### src/hw/rtl/b64lw_pkg.sv
// Shared types, constants and the sextet-to-character map of the base64 line-wrapping encoder.
// Depends on nothing; the front end, queue, back end and top of the block refer to it by scoped names.
package b64lw_pkg;

	typedef enum logic [1:0] {
		CMD_DATA   = 2'd0,
		CMD_EOL    = 2'd1,
		CMD_FINISH = 2'd2
	} cmd_t;

	localparam logic [7:0] NEWLINE_CHAR = 8'h0A;
	localparam logic [7:0] PAD_CHAR     = 8'h3D;
	localparam logic [7:0] WRAP_RESET   = 8'd70;

	// Characters caused by one input word, emitted in order chars[0] .. chars[last_idx].
	typedef struct packed {
		logic [3:0][7:0] chars;
		logic [1:0]      last_idx;
	} bundle_t;

	// Standard base64 alphabet.
	function automatic logic [7:0] sextet_char(input logic [5:0] v);
		logic [7:0] w;
		w = {2'b00, v};
		if (v < 6'd26)
			return 8'(8'd65 + w);
		else if (v < 6'd52)
			return 8'(8'd71 + w);
		else if (v < 6'd62)
			return 8'(w - 8'd4);
		else if (v == 6'd62)
			return 8'h2B;
		else
			return 8'h2F;
	endfunction

endpackage

### src/hw/rtl/b64lw_in_if.sv
// Input channel of the encoder: one command word with an optional raw byte.
// Depends on nothing.
interface b64lw_in_if;
	logic       valid;
	logic       ready;
	logic [1:0] command;
	logic [7:0] data_byte;

	modport source(output valid, command, data_byte, input ready);
	modport sink(input valid, command, data_byte, output ready);
endinterface

### src/hw/rtl/b64lw_out_if.sv
// Output channel of the encoder: one ASCII character per word.
// Depends on nothing.
interface b64lw_out_if;
	logic       valid;
	logic       ready;
	logic [7:0] out_char;
	logic       last_of_run;

	modport source(output valid, out_char, last_of_run, input ready);
	modport sink(input valid, out_char, last_of_run, output ready);
endinterface

### src/hw/rtl/base64_line_wrapping_encoder.sv
// Streaming base64 encoder with line wrapping; uses b64lw_pkg, both channel interfaces,
// b64lw_front, b64lw_queue and b64lw_back.
// A word's characters pass through the bundle queue and then the output register.
// Throughput: one word per cycle enters while the bundle queue has room; characters leave
// at one per cycle from the output register while the receiver is ready, so the output,
// four characters per three data bytes plus each line break, sets the pace.
// Reset: arst_n clears the encoder state, the queue and the output; wrap threshold to 70.
module base64_line_wrapping_encoder #(
	parameter int QUEUE_DEPTH = 2
) (
	input  logic         clk,
	input  logic         arst_n,
	b64lw_in_if.sink     item,
	b64lw_out_if.source  result,
	input  logic         cfg_we,
	input  logic [7:0]   cfg_wdata
);

	logic               queue_full;
	logic               push_valid;
	b64lw_pkg::bundle_t push_data;
	logic               head_valid;
	b64lw_pkg::bundle_t head;
	logic               pop;

	b64lw_front u_front (
		.clk        (clk),
		.arst_n     (arst_n),
		.item       (item),
		.cfg_we     (cfg_we),
		.cfg_wdata  (cfg_wdata),
		.queue_full (queue_full),
		.push_valid (push_valid),
		.push_data  (push_data)
	);

	b64lw_queue #(
		.DEPTH (QUEUE_DEPTH)
	) u_queue (
		.clk        (clk),
		.arst_n     (arst_n),
		.push_valid (push_valid),
		.push_data  (push_data),
		.full       (queue_full),
		.head_valid (head_valid),
		.head       (head),
		.pop        (pop)
	);

	b64lw_back u_back (
		.clk        (clk),
		.arst_n     (arst_n),
		.head_valid (head_valid),
		.head       (head),
		.pop        (pop),
		.result     (result)
	);

endmodule

### src/hw/rtl/b64lw_front.sv
// Front end: accepts command words, keeps the encoder state and the wrap register,
// and turns each word into a bundle of up to four characters. Depends on b64lw_pkg.
module b64lw_front (
	input  logic                clk,
	input  logic                arst_n,
	b64lw_in_if.sink            item,
	input  logic                cfg_we,
	input  logic [7:0]          cfg_wdata,
	input  logic                queue_full,
	output logic                push_valid,
	output b64lw_pkg::bundle_t  push_data
);

	localparam logic [2:0] LEFT_NONE = 3'd0;
	localparam logic [2:0] LEFT_TWO  = 3'd2;
	localparam logic [2:0] LEFT_FOUR = 3'd4;

	logic [7:0] wrap_q;
	logic [3:0] lbits_q;
	logic [2:0] lcnt_q;
	logic [7:0] col_q;
	logic       atls_q;

	logic [3:0] lbits_d;
	logic [2:0] lcnt_d;
	logic [7:0] col_d;
	logic       atls_d;

	logic            accept;
	logic            enc_go;
	logic [7:0]      enc_byte;
	logic [2:0]      n_c;
	logic [3:0][7:0] ch_c;
	logic [8:0]      sum1;
	logic [8:0]      sum2;
	logic [8:0]      sum3;
	logic [7:0]      col1;
	logic [7:0]      col2;
	logic [7:0]      col3;
	logic [7:0]      col_fin;

	assign item.ready = !queue_full;
	assign accept     = item.valid && item.ready;

	assign sum1 = {1'b0, col_q} + 9'd1;
	assign sum2 = {1'b0, col_q} + 9'd2;
	assign sum3 = {1'b0, col_q} + 9'd3;
	// saturate the column at 255
	assign col1 = sum1[8] ? 8'hFF : sum1[7:0];
	assign col2 = sum2[8] ? 8'hFF : sum2[7:0];
	assign col3 = sum3[8] ? 8'hFF : sum3[7:0];

	always_comb begin
		lbits_d  = lbits_q;
		lcnt_d   = lcnt_q;
		col_d    = col_q;
		atls_d   = atls_q;
		enc_go   = 1'b0;
		enc_byte = item.data_byte;
		n_c      = 3'd0;
		ch_c     = '0;
		col_fin  = col_q;
		case (item.command)
			b64lw_pkg::CMD_DATA: begin
				enc_go = 1'b1;
			end
			b64lw_pkg::CMD_EOL: begin
				if (!atls_q) begin
					enc_go   = 1'b1;
					enc_byte = b64lw_pkg::NEWLINE_CHAR;
				end
			end
			b64lw_pkg::CMD_FINISH: begin
				case (lcnt_q)
					LEFT_FOUR: begin
						ch_c[0] = b64lw_pkg::sextet_char({lbits_q, 2'b00});
						ch_c[1] = b64lw_pkg::PAD_CHAR;
						n_c     = 3'd2;
						col_fin = col2;
					end
					LEFT_TWO: begin
						ch_c[0] = b64lw_pkg::sextet_char({lbits_q[1:0], 4'b0000});
						ch_c[1] = b64lw_pkg::PAD_CHAR;
						ch_c[2] = b64lw_pkg::PAD_CHAR;
						n_c     = 3'd3;
						col_fin = col3;
					end
					default: begin
						col_fin = col_q;
					end
				endcase
				if (col_fin != 8'd0) begin
					ch_c[n_c[1:0]] = b64lw_pkg::NEWLINE_CHAR;
					n_c            = 3'(n_c + 3'd1);
				end
				lbits_d = 4'd0;
				lcnt_d  = LEFT_NONE;
				col_d   = 8'd0;
				atls_d  = 1'b1;
			end
			default: begin
				enc_go = 1'b0;
			end
		endcase

		if (enc_go) begin
			case (lcnt_q)
				LEFT_TWO: begin
					ch_c[0] = b64lw_pkg::sextet_char({lbits_q[1:0], enc_byte[7:4]});
					n_c     = 3'd1;
					col_d   = col1;
					lbits_d = enc_byte[3:0];
					lcnt_d  = LEFT_FOUR;
				end
				LEFT_FOUR: begin
					// group completes: two characters, then a line break past the threshold
					ch_c[0] = b64lw_pkg::sextet_char({lbits_q, enc_byte[7:6]});
					ch_c[1] = b64lw_pkg::sextet_char(enc_byte[5:0]);
					lbits_d = 4'd0;
					lcnt_d  = LEFT_NONE;
					if (col2 > wrap_q) begin
						ch_c[2] = b64lw_pkg::NEWLINE_CHAR;
						n_c     = 3'd3;
						col_d   = 8'd0;
					end else begin
						n_c   = 3'd2;
						col_d = col2;
					end
				end
				default: begin
					ch_c[0] = b64lw_pkg::sextet_char(enc_byte[7:2]);
					n_c     = 3'd1;
					col_d   = col1;
					lbits_d = {2'b00, enc_byte[1:0]};
					lcnt_d  = LEFT_TWO;
				end
			endcase
			atls_d = (enc_byte == b64lw_pkg::NEWLINE_CHAR);
		end
	end

	assign push_valid         = accept && (n_c != 3'd0);
	assign push_data.chars    = ch_c;
	assign push_data.last_idx = 2'(n_c - 3'd1);

	always_ff @(posedge clk or negedge arst_n) begin
		if (!arst_n) begin
			wrap_q <= b64lw_pkg::WRAP_RESET;
		end else if (cfg_we) begin
			wrap_q <= cfg_wdata;
		end
	end

	always_ff @(posedge clk or negedge arst_n) begin
		if (!arst_n) begin
			lbits_q <= 4'd0;
			lcnt_q  <= LEFT_NONE;
			col_q   <= 8'd0;
			atls_q  <= 1'b1;
		end else if (accept) begin
			lbits_q <= lbits_d;
			lcnt_q  <= lcnt_d;
			col_q   <= col_d;
			atls_q  <= atls_d;
		end
	end

	a_finish_clears: assert property (@(posedge clk) disable iff (!arst_n)
		(accept && item.command == b64lw_pkg::CMD_FINISH) |=>
		(lcnt_q == LEFT_NONE && col_q == 8'd0 && atls_q && lbits_q == 4'd0))
		else $error("finish did not return the state to reset");

	a_left_legal: assert property (@(posedge clk) disable iff (!arst_n)
		(lcnt_q == LEFT_NONE || lcnt_q == LEFT_TWO || lcnt_q == LEFT_FOUR))
		else $error("leftover count left the set 0, 2, 4");

endmodule

### src/hw/rtl/b64lw_queue.sv
// Short queue of character bundles between the front end and the back end.
// Depends on b64lw_pkg.
module b64lw_queue #(
	parameter int DEPTH = 2
) (
	input  logic                clk,
	input  logic                arst_n,
	input  logic                push_valid,
	input  b64lw_pkg::bundle_t  push_data,
	output logic                full,
	output logic                head_valid,
	output b64lw_pkg::bundle_t  head,
	input  logic                pop
);

	localparam int PTR_W = (DEPTH > 1) ? $clog2(DEPTH) : 1;
	localparam int CNT_W = $clog2(DEPTH + 1);
	localparam logic [PTR_W-1:0] PTR_LAST = PTR_W'(DEPTH - 1);
	localparam logic [CNT_W-1:0] CNT_FULL = CNT_W'(DEPTH);

	b64lw_pkg::bundle_t mem_q [DEPTH];
	logic [PTR_W-1:0]   wr_ptr_q;
	logic [PTR_W-1:0]   rd_ptr_q;
	logic [CNT_W-1:0]   cnt_q;

	assign full       = (cnt_q == CNT_FULL);
	assign head_valid = (cnt_q != '0);
	assign head       = mem_q[rd_ptr_q];

	always_ff @(posedge clk) begin
		if (push_valid) begin
			mem_q[wr_ptr_q] <= push_data;
		end
	end

	always_ff @(posedge clk or negedge arst_n) begin
		if (!arst_n) begin
			wr_ptr_q <= '0;
			rd_ptr_q <= '0;
			cnt_q    <= '0;
		end else begin
			if (push_valid) begin
				wr_ptr_q <= (wr_ptr_q == PTR_LAST) ? '0 : PTR_W'(wr_ptr_q + 1'b1);
			end
			if (pop) begin
				rd_ptr_q <= (rd_ptr_q == PTR_LAST) ? '0 : PTR_W'(rd_ptr_q + 1'b1);
			end
			if (push_valid && !pop) begin
				cnt_q <= CNT_W'(cnt_q + 1'b1);
			end else if (pop && !push_valid) begin
				cnt_q <= CNT_W'(cnt_q - 1'b1);
			end
		end
	end

	a_no_overflow: assert property (@(posedge clk) disable iff (!arst_n)
		push_valid |-> !full)
		else $error("push into a full queue");

	a_no_underflow: assert property (@(posedge clk) disable iff (!arst_n)
		pop |-> head_valid)
		else $error("pop from an empty queue");

endmodule

### src/hw/rtl/b64lw_back.sv
// Back end: walks the head bundle one character per cycle into the output register
// while the output register is empty or being taken. Depends on b64lw_pkg.
module b64lw_back (
	input  logic                clk,
	input  logic                arst_n,
	input  logic                head_valid,
	input  b64lw_pkg::bundle_t  head,
	output logic                pop,
	b64lw_out_if.source         result
);

	logic [1:0] idx_q;
	logic       valid_q;
	logic [7:0] char_q;
	logic       last_q;
	logic       load;
	logic       at_end;

	assign load   = head_valid && (!valid_q || result.ready);
	assign at_end = (idx_q == head.last_idx);
	// drop the bundle once its last character moves into the output register
	assign pop    = load && at_end;

	assign result.valid       = valid_q;
	assign result.out_char    = char_q;
	assign result.last_of_run = last_q;

	always_ff @(posedge clk) begin
		if (load) begin
			char_q <= head.chars[idx_q];
			last_q <= at_end;
		end
	end

	always_ff @(posedge clk or negedge arst_n) begin
		if (!arst_n) begin
			idx_q   <= 2'd0;
			valid_q <= 1'b0;
		end else begin
			if (load) begin
				idx_q   <= at_end ? 2'd0 : 2'(idx_q + 2'd1);
				valid_q <= 1'b1;
			end else if (result.ready) begin
				valid_q <= 1'b0;
			end
		end
	end

	a_idx_in_bundle: assert property (@(posedge clk) disable iff (!arst_n)
		head_valid |-> (idx_q <= head.last_idx))
		else $error("character index past the end of the bundle");

	a_idx_idle_zero: assert property (@(posedge clk) disable iff (!arst_n)
		!head_valid |-> (idx_q == 2'd0))
		else $error("character index not rewound with the queue empty");

endmodule

### src/flat_wrapper.sv
// flat-port wrapper written by rule: the top's interface ports become plain ports
module base64_line_wrapping_encoder_flat 
#(
	parameter int QUEUE_DEPTH = 2
)
  (clk, arst_n, cfg_we, cfg_wdata, item_valid, item_command, item_data_byte, item_ready, result_valid, result_out_char, result_last_of_run, result_ready);
  b64lw_in_if item_i ();
  b64lw_out_if result_i ();
  input  logic clk;
  input  logic arst_n;
  input  logic cfg_we;
  input  logic [7:0] cfg_wdata;
  input wire logic [$bits(item_i.valid)-1:0] item_valid;
  input wire logic [$bits(item_i.command)-1:0] item_command;
  input wire logic [$bits(item_i.data_byte)-1:0] item_data_byte;
  output wire logic [$bits(item_i.ready)-1:0] item_ready;
  output wire logic [$bits(result_i.valid)-1:0] result_valid;
  output wire logic [$bits(result_i.out_char)-1:0] result_out_char;
  output wire logic [$bits(result_i.last_of_run)-1:0] result_last_of_run;
  input wire logic [$bits(result_i.ready)-1:0] result_ready;
  assign item_i.valid = item_valid;
  assign item_i.command = item_command;
  assign item_i.data_byte = item_data_byte;
  assign item_ready = item_i.ready;
  assign result_valid = result_i.valid;
  assign result_out_char = result_i.out_char;
  assign result_last_of_run = result_i.last_of_run;
  assign result_i.ready = result_ready;
  base64_line_wrapping_encoder #(.QUEUE_DEPTH(QUEUE_DEPTH)) u_core (.clk(clk), .arst_n(arst_n), .item(item_i), .result(result_i), .cfg_we(cfg_we), .cfg_wdata(cfg_wdata));
endmodule
### config.mk
export PLATFORM = sky130hd
export DESIGN_NAME = base64_line_wrapping_encoder_flat
export DESIGN_NICKNAME = d
export VERILOG_FILES = /design/src/hw/rtl/b64lw_pkg.sv /design/src/hw/rtl/b64lw_in_if.sv /design/src/hw/rtl/b64lw_out_if.sv /design/src/hw/rtl/base64_line_wrapping_encoder.sv /design/src/hw/rtl/b64lw_front.sv /design/src/hw/rtl/b64lw_queue.sv /design/src/hw/rtl/b64lw_back.sv /design/src/flat_wrapper.sv
export SDC_FILE = /design/constraint.sdc
export NUM_CORES = 1
export LEC_CHECK = 0
export BUFFER_PORTS_ARGS = -buffer_cell sky130_fd_sc_hd__buf_2
export CAP_MARGIN = 30
export CORE_ASPECT_RATIO = 1.2
export CORE_MARGIN = 8
export CORE_UTILIZATION = 60
export CTS_CLUSTER_SIZE = 40
export DETAILED_ROUTE_END_ITERATION = 6
export PLACE_DENSITY = 0.78
export SETUP_SLACK_MARGIN = 0.5
export SLEW_MARGIN = 20
export SYNTH_ARGS = -nofsm -noshare
export SYNTH_HDL_FRONTEND = slang
export SYNTH_SLANG_ARGS = --single-unit
### constraint.sdc
create_clock -name clk -period 11.6 [get_ports clk]
set_input_delay 1.74 -clock clk [delete_from_list [all_inputs] [get_ports clk]]
set_output_delay 1.74 -clock clk [all_outputs]
set_load 0.1 [all_outputs]
==> impl_metrics.toml <==
[detailed_routing]
final_antenna_net_count = 0
vias_per_cell = 6.75
wl_met2_um = 8280
first_pass_iters = 7
highest-signal-layer = "met4"
met3_length_um = 1210
dr_total_vias = 5636
drc = 0
detail_route.wirelength_um = 17300
dr.first_iter.drc_count = 536
avgRoutedWirePerCell_um = 20.7
m1WireLength_um = 7110

[global_route]
grt_use_total_pct = 24.8
grt_antenna_before_repair = 0
grt_start_max_net_pins = 31
grt_pass1_wl_um = 27600
grt_pass1_vias = 5321
gr-total-overflow = 0

[die]
rows = 41
io_pins = 34
core-area_um2 = 10500
chipWidth_um = 110
die_h_um = 129
start_util_pct = 61.2
die_area_um2 = 14200

[synthesis]
synth.distinct_cells = 84
netlist_area_um2 = 6400
ys_seq_elements = 83
synth_edf_count = 53
synth_top_area_share_pct = 24.9
yosysMostFrequentCell = "nand2_1"
synth_top_cell_by_area = "edfxtp_1"
syn_area_per_cell_um2 = 9.13
async_flop_share_pct = 36.1
synth_common_cells = "nand2_1, edfxtp_1, o21ai_0"
seq_area_frac_synth_pct = 36.7
yosys_most_used_dff = "edfxtp_1"
synthTopCellsByArea = "edfxtp_1, dfrtp_1, ha_1, nand2_1, o21ai_0"
synth_nets = 762
yosysWarnings = 0
synthCells = 701

[placement]
dp_slack_ns = 6.57
postPlaceCellArea_um2 = 6570
globalplace.congestion = 1.01
hpwlAfterDp_um = 12900
io_buffers = 33

[run_status]
outcome = "finished, final reports clean"

[clocking]
postCtsHoldBufs = 0
cts_setup_buffers = 0
ctsLongestPathBuffers = 2
clk_pin_slew_ns = 0.06
htree_levels = 3
cts_root_buf = "clkbuf_16"
clock_insertion_delay_worst_skew_ns = 0.34
cts.sink_count = 83
cts_tree = "done"
cts_buffers = 9
cts_resized = 0

[pwr]
vdd_drop_max_uv = 162
p_total_mw = 1.73
power_density_nw_per_um2 = 251
p_leak_nw = 2.68

[timing]
tns_ns = 0
hold_ws_ns = 0.516
rsz0062_at_grt = "false"
fin_worst_skew_ns = 0.00835
hold_violations = 0
slew_headroom_pct = 41.8
setup_viol = 0
fin_ws_ns = 6.84
tightestPinTransition_ns = 0.873
fmax_mhz = 210
min_period_over_period_pct = 41.0
finalMaxSlewViolations = 0
period_needed_ns = 4.76

[final_layout]
regArea_um2 = 2350
multi_input_area_um2 = 3690
drive_above_1_share_pct = 13.9
antenna_cells = 0
nFillCells = 862
design_area_um2 = 6870
synthToLayoutAreaGrowth_pct = 7.29
finalNetCount = 762

[critical_path]
end_kind = "flop"
reg2regPathDepth = 20
cp_slowest_cell = "a2111oi_0"
crit_type = "primary input to flop"
r2r_start = "u_core.u_front.col_q[2]"
r2r-end = "u_core.u_queue.cnt_q[1]"
cp_data_required_time_ns = 11.68
critPathMaxStageDelay_ns = 0.54
arrival_ns = 4.83
cp_max_fo = 22
crit_chain = "buf_2 > or3b_4 > nand2_1 > inv_1 > ha_1 > a21oi_1 > o21ba_2 > a2111oi_0 > a31oi_1 > a32oi_1"
r2r_setup_slack_ns = 7.02
cp-start-kind = "primary input"

[job]
maxCapViolations = 0

[min_path]
worstHoldEndpoint = "u_core.u_back.result.valid"
min_from = "u_core.u_back.result.valid"
hold_class = "flop to flop"
min_delay_path_depth = 2
==> logic make-up after synthesis <==
group	Yosys count	synth area share, %
adder cells (fa/ha/maj)	38	7.43
multiplexers	24	5.37
AO/OA/AOI/OAI	223	24.6
buffers and inverters	93	5.75
AND/OR/NAND/NOR	217	17.0
flip-flops	83	36.7
XOR/XNOR	23	3.15
==> state kept, by name (all words and copies together), names as in the netlist <==
name,count
u_core.u_back.result.out_char,8
u_core.u_front.atls_q,1
u_core.u_queue.mem_q,44
u_core.u_back.idx_q,2
u_core.u_back.result.last_of_run,1
u_core.u_back.result.valid,1
u_core.u_queue.rd_ptr_q,1
u_core.u_front.col_q,8
u_core.u_front.wrap_q,8
u_core.u_queue.cnt_q,2
u_core.u_queue.wr_ptr_q,1
u_core.u_front.lbits_q,4
u_core.u_front.lcnt_q,2
==> worst max-delay path, delay by kind of cell <==
kind / cells / cell delay [ns]
AOI/OAI and AO/OA: 5 / 1.55
buffers and inverters: 2 / 0.32
and+or+nand+nor: 2 / 0.72
adders and majority gates: 1 / 0.50
==> through the flow <==
| step | util (%) | std cells |
|---|---|---|
| final | 65.6 | 835 |
| after detailed placement | 62.8 | 818 |
| after global placement | 62.7 | 817 |
| after global routing | 65.6 | 835 |
| after floorplan | - | 701 |
| after CTS | 65.6 | 834 |
==> layout by cell type, fill, tap and decap left out, types with 7 or more instances in the layout <==
cell type  Yosys  final
nand2_1       75     75
edfxtp_1      53     53
o21ai_0       47     47
inv_1         38     38
a21oi_1       38     38
ha_1          38     38
buf_2          5     33
nor2_1        31     31
nand3_1       28     28
dfrtp_1       26     26
xnor2_1       17     17
o211ai_1      14     14
o21a_1        13     13
mux2i_1       13     13
a31oi_1       12     12
nand2b_1      11     11
nor3_1        11     11
clkbuf_16      0      9
nand4_1        8      8
a22o_1         8      8
mux4_2         8      8
buf_4          1      8
or3_1          7      7
nor2b_1        7      7
a32o_1         7      7
==> worst max path at each step <==
stage                             from                         end  slack (ns)  depth (start not counted)
2_1_floorplan  u_core.u_front.col_q[1]  u_core.u_queue.mem_q[1][0]        6.54                         18
3_3_place_gp           item_command[0]  u_core.u_queue.mem_q[0][7]        6.65                         11
3_5_place_dp           item_command[0]  u_core.u_queue.mem_q[1][7]        6.57                         11
4_1_cts                item_command[0]  u_core.u_queue.mem_q[0][7]        6.93                         11
5_1_grt        u_core.u_front.col_q[2]     u_core.u_queue.cnt_q[1]        6.62                         20
6_report               item_command[0]  u_core.u_queue.mem_q[0][6]        6.84                         10
==> routing by layer <==
layer	global-route usage, %	up-vias
met5	0	-
li1	-	2630
met3	3.92	60
met2	39.4	265
met1	31.8	2681
met4	12.6	0
==> power by group <==
group | switching, mW | total (mW) | internal [mW]
clock network | 0.119 | 0.272 | 0.153
registers | 0.101 | 0.535 | 0.433
logic | 0.614 | 0.920 | 0.306
==> cell type report <==
class	instances	share of cell area (%)
multi-input combinational	525	53.8
inverter	41	2.24
clock inverter	6	0.729
tap	129	2.35
sequential	83	34.2
clock buffer	10	3.48
timing repair buffer	41	3.28
Power figures use the tool's default switching activity.
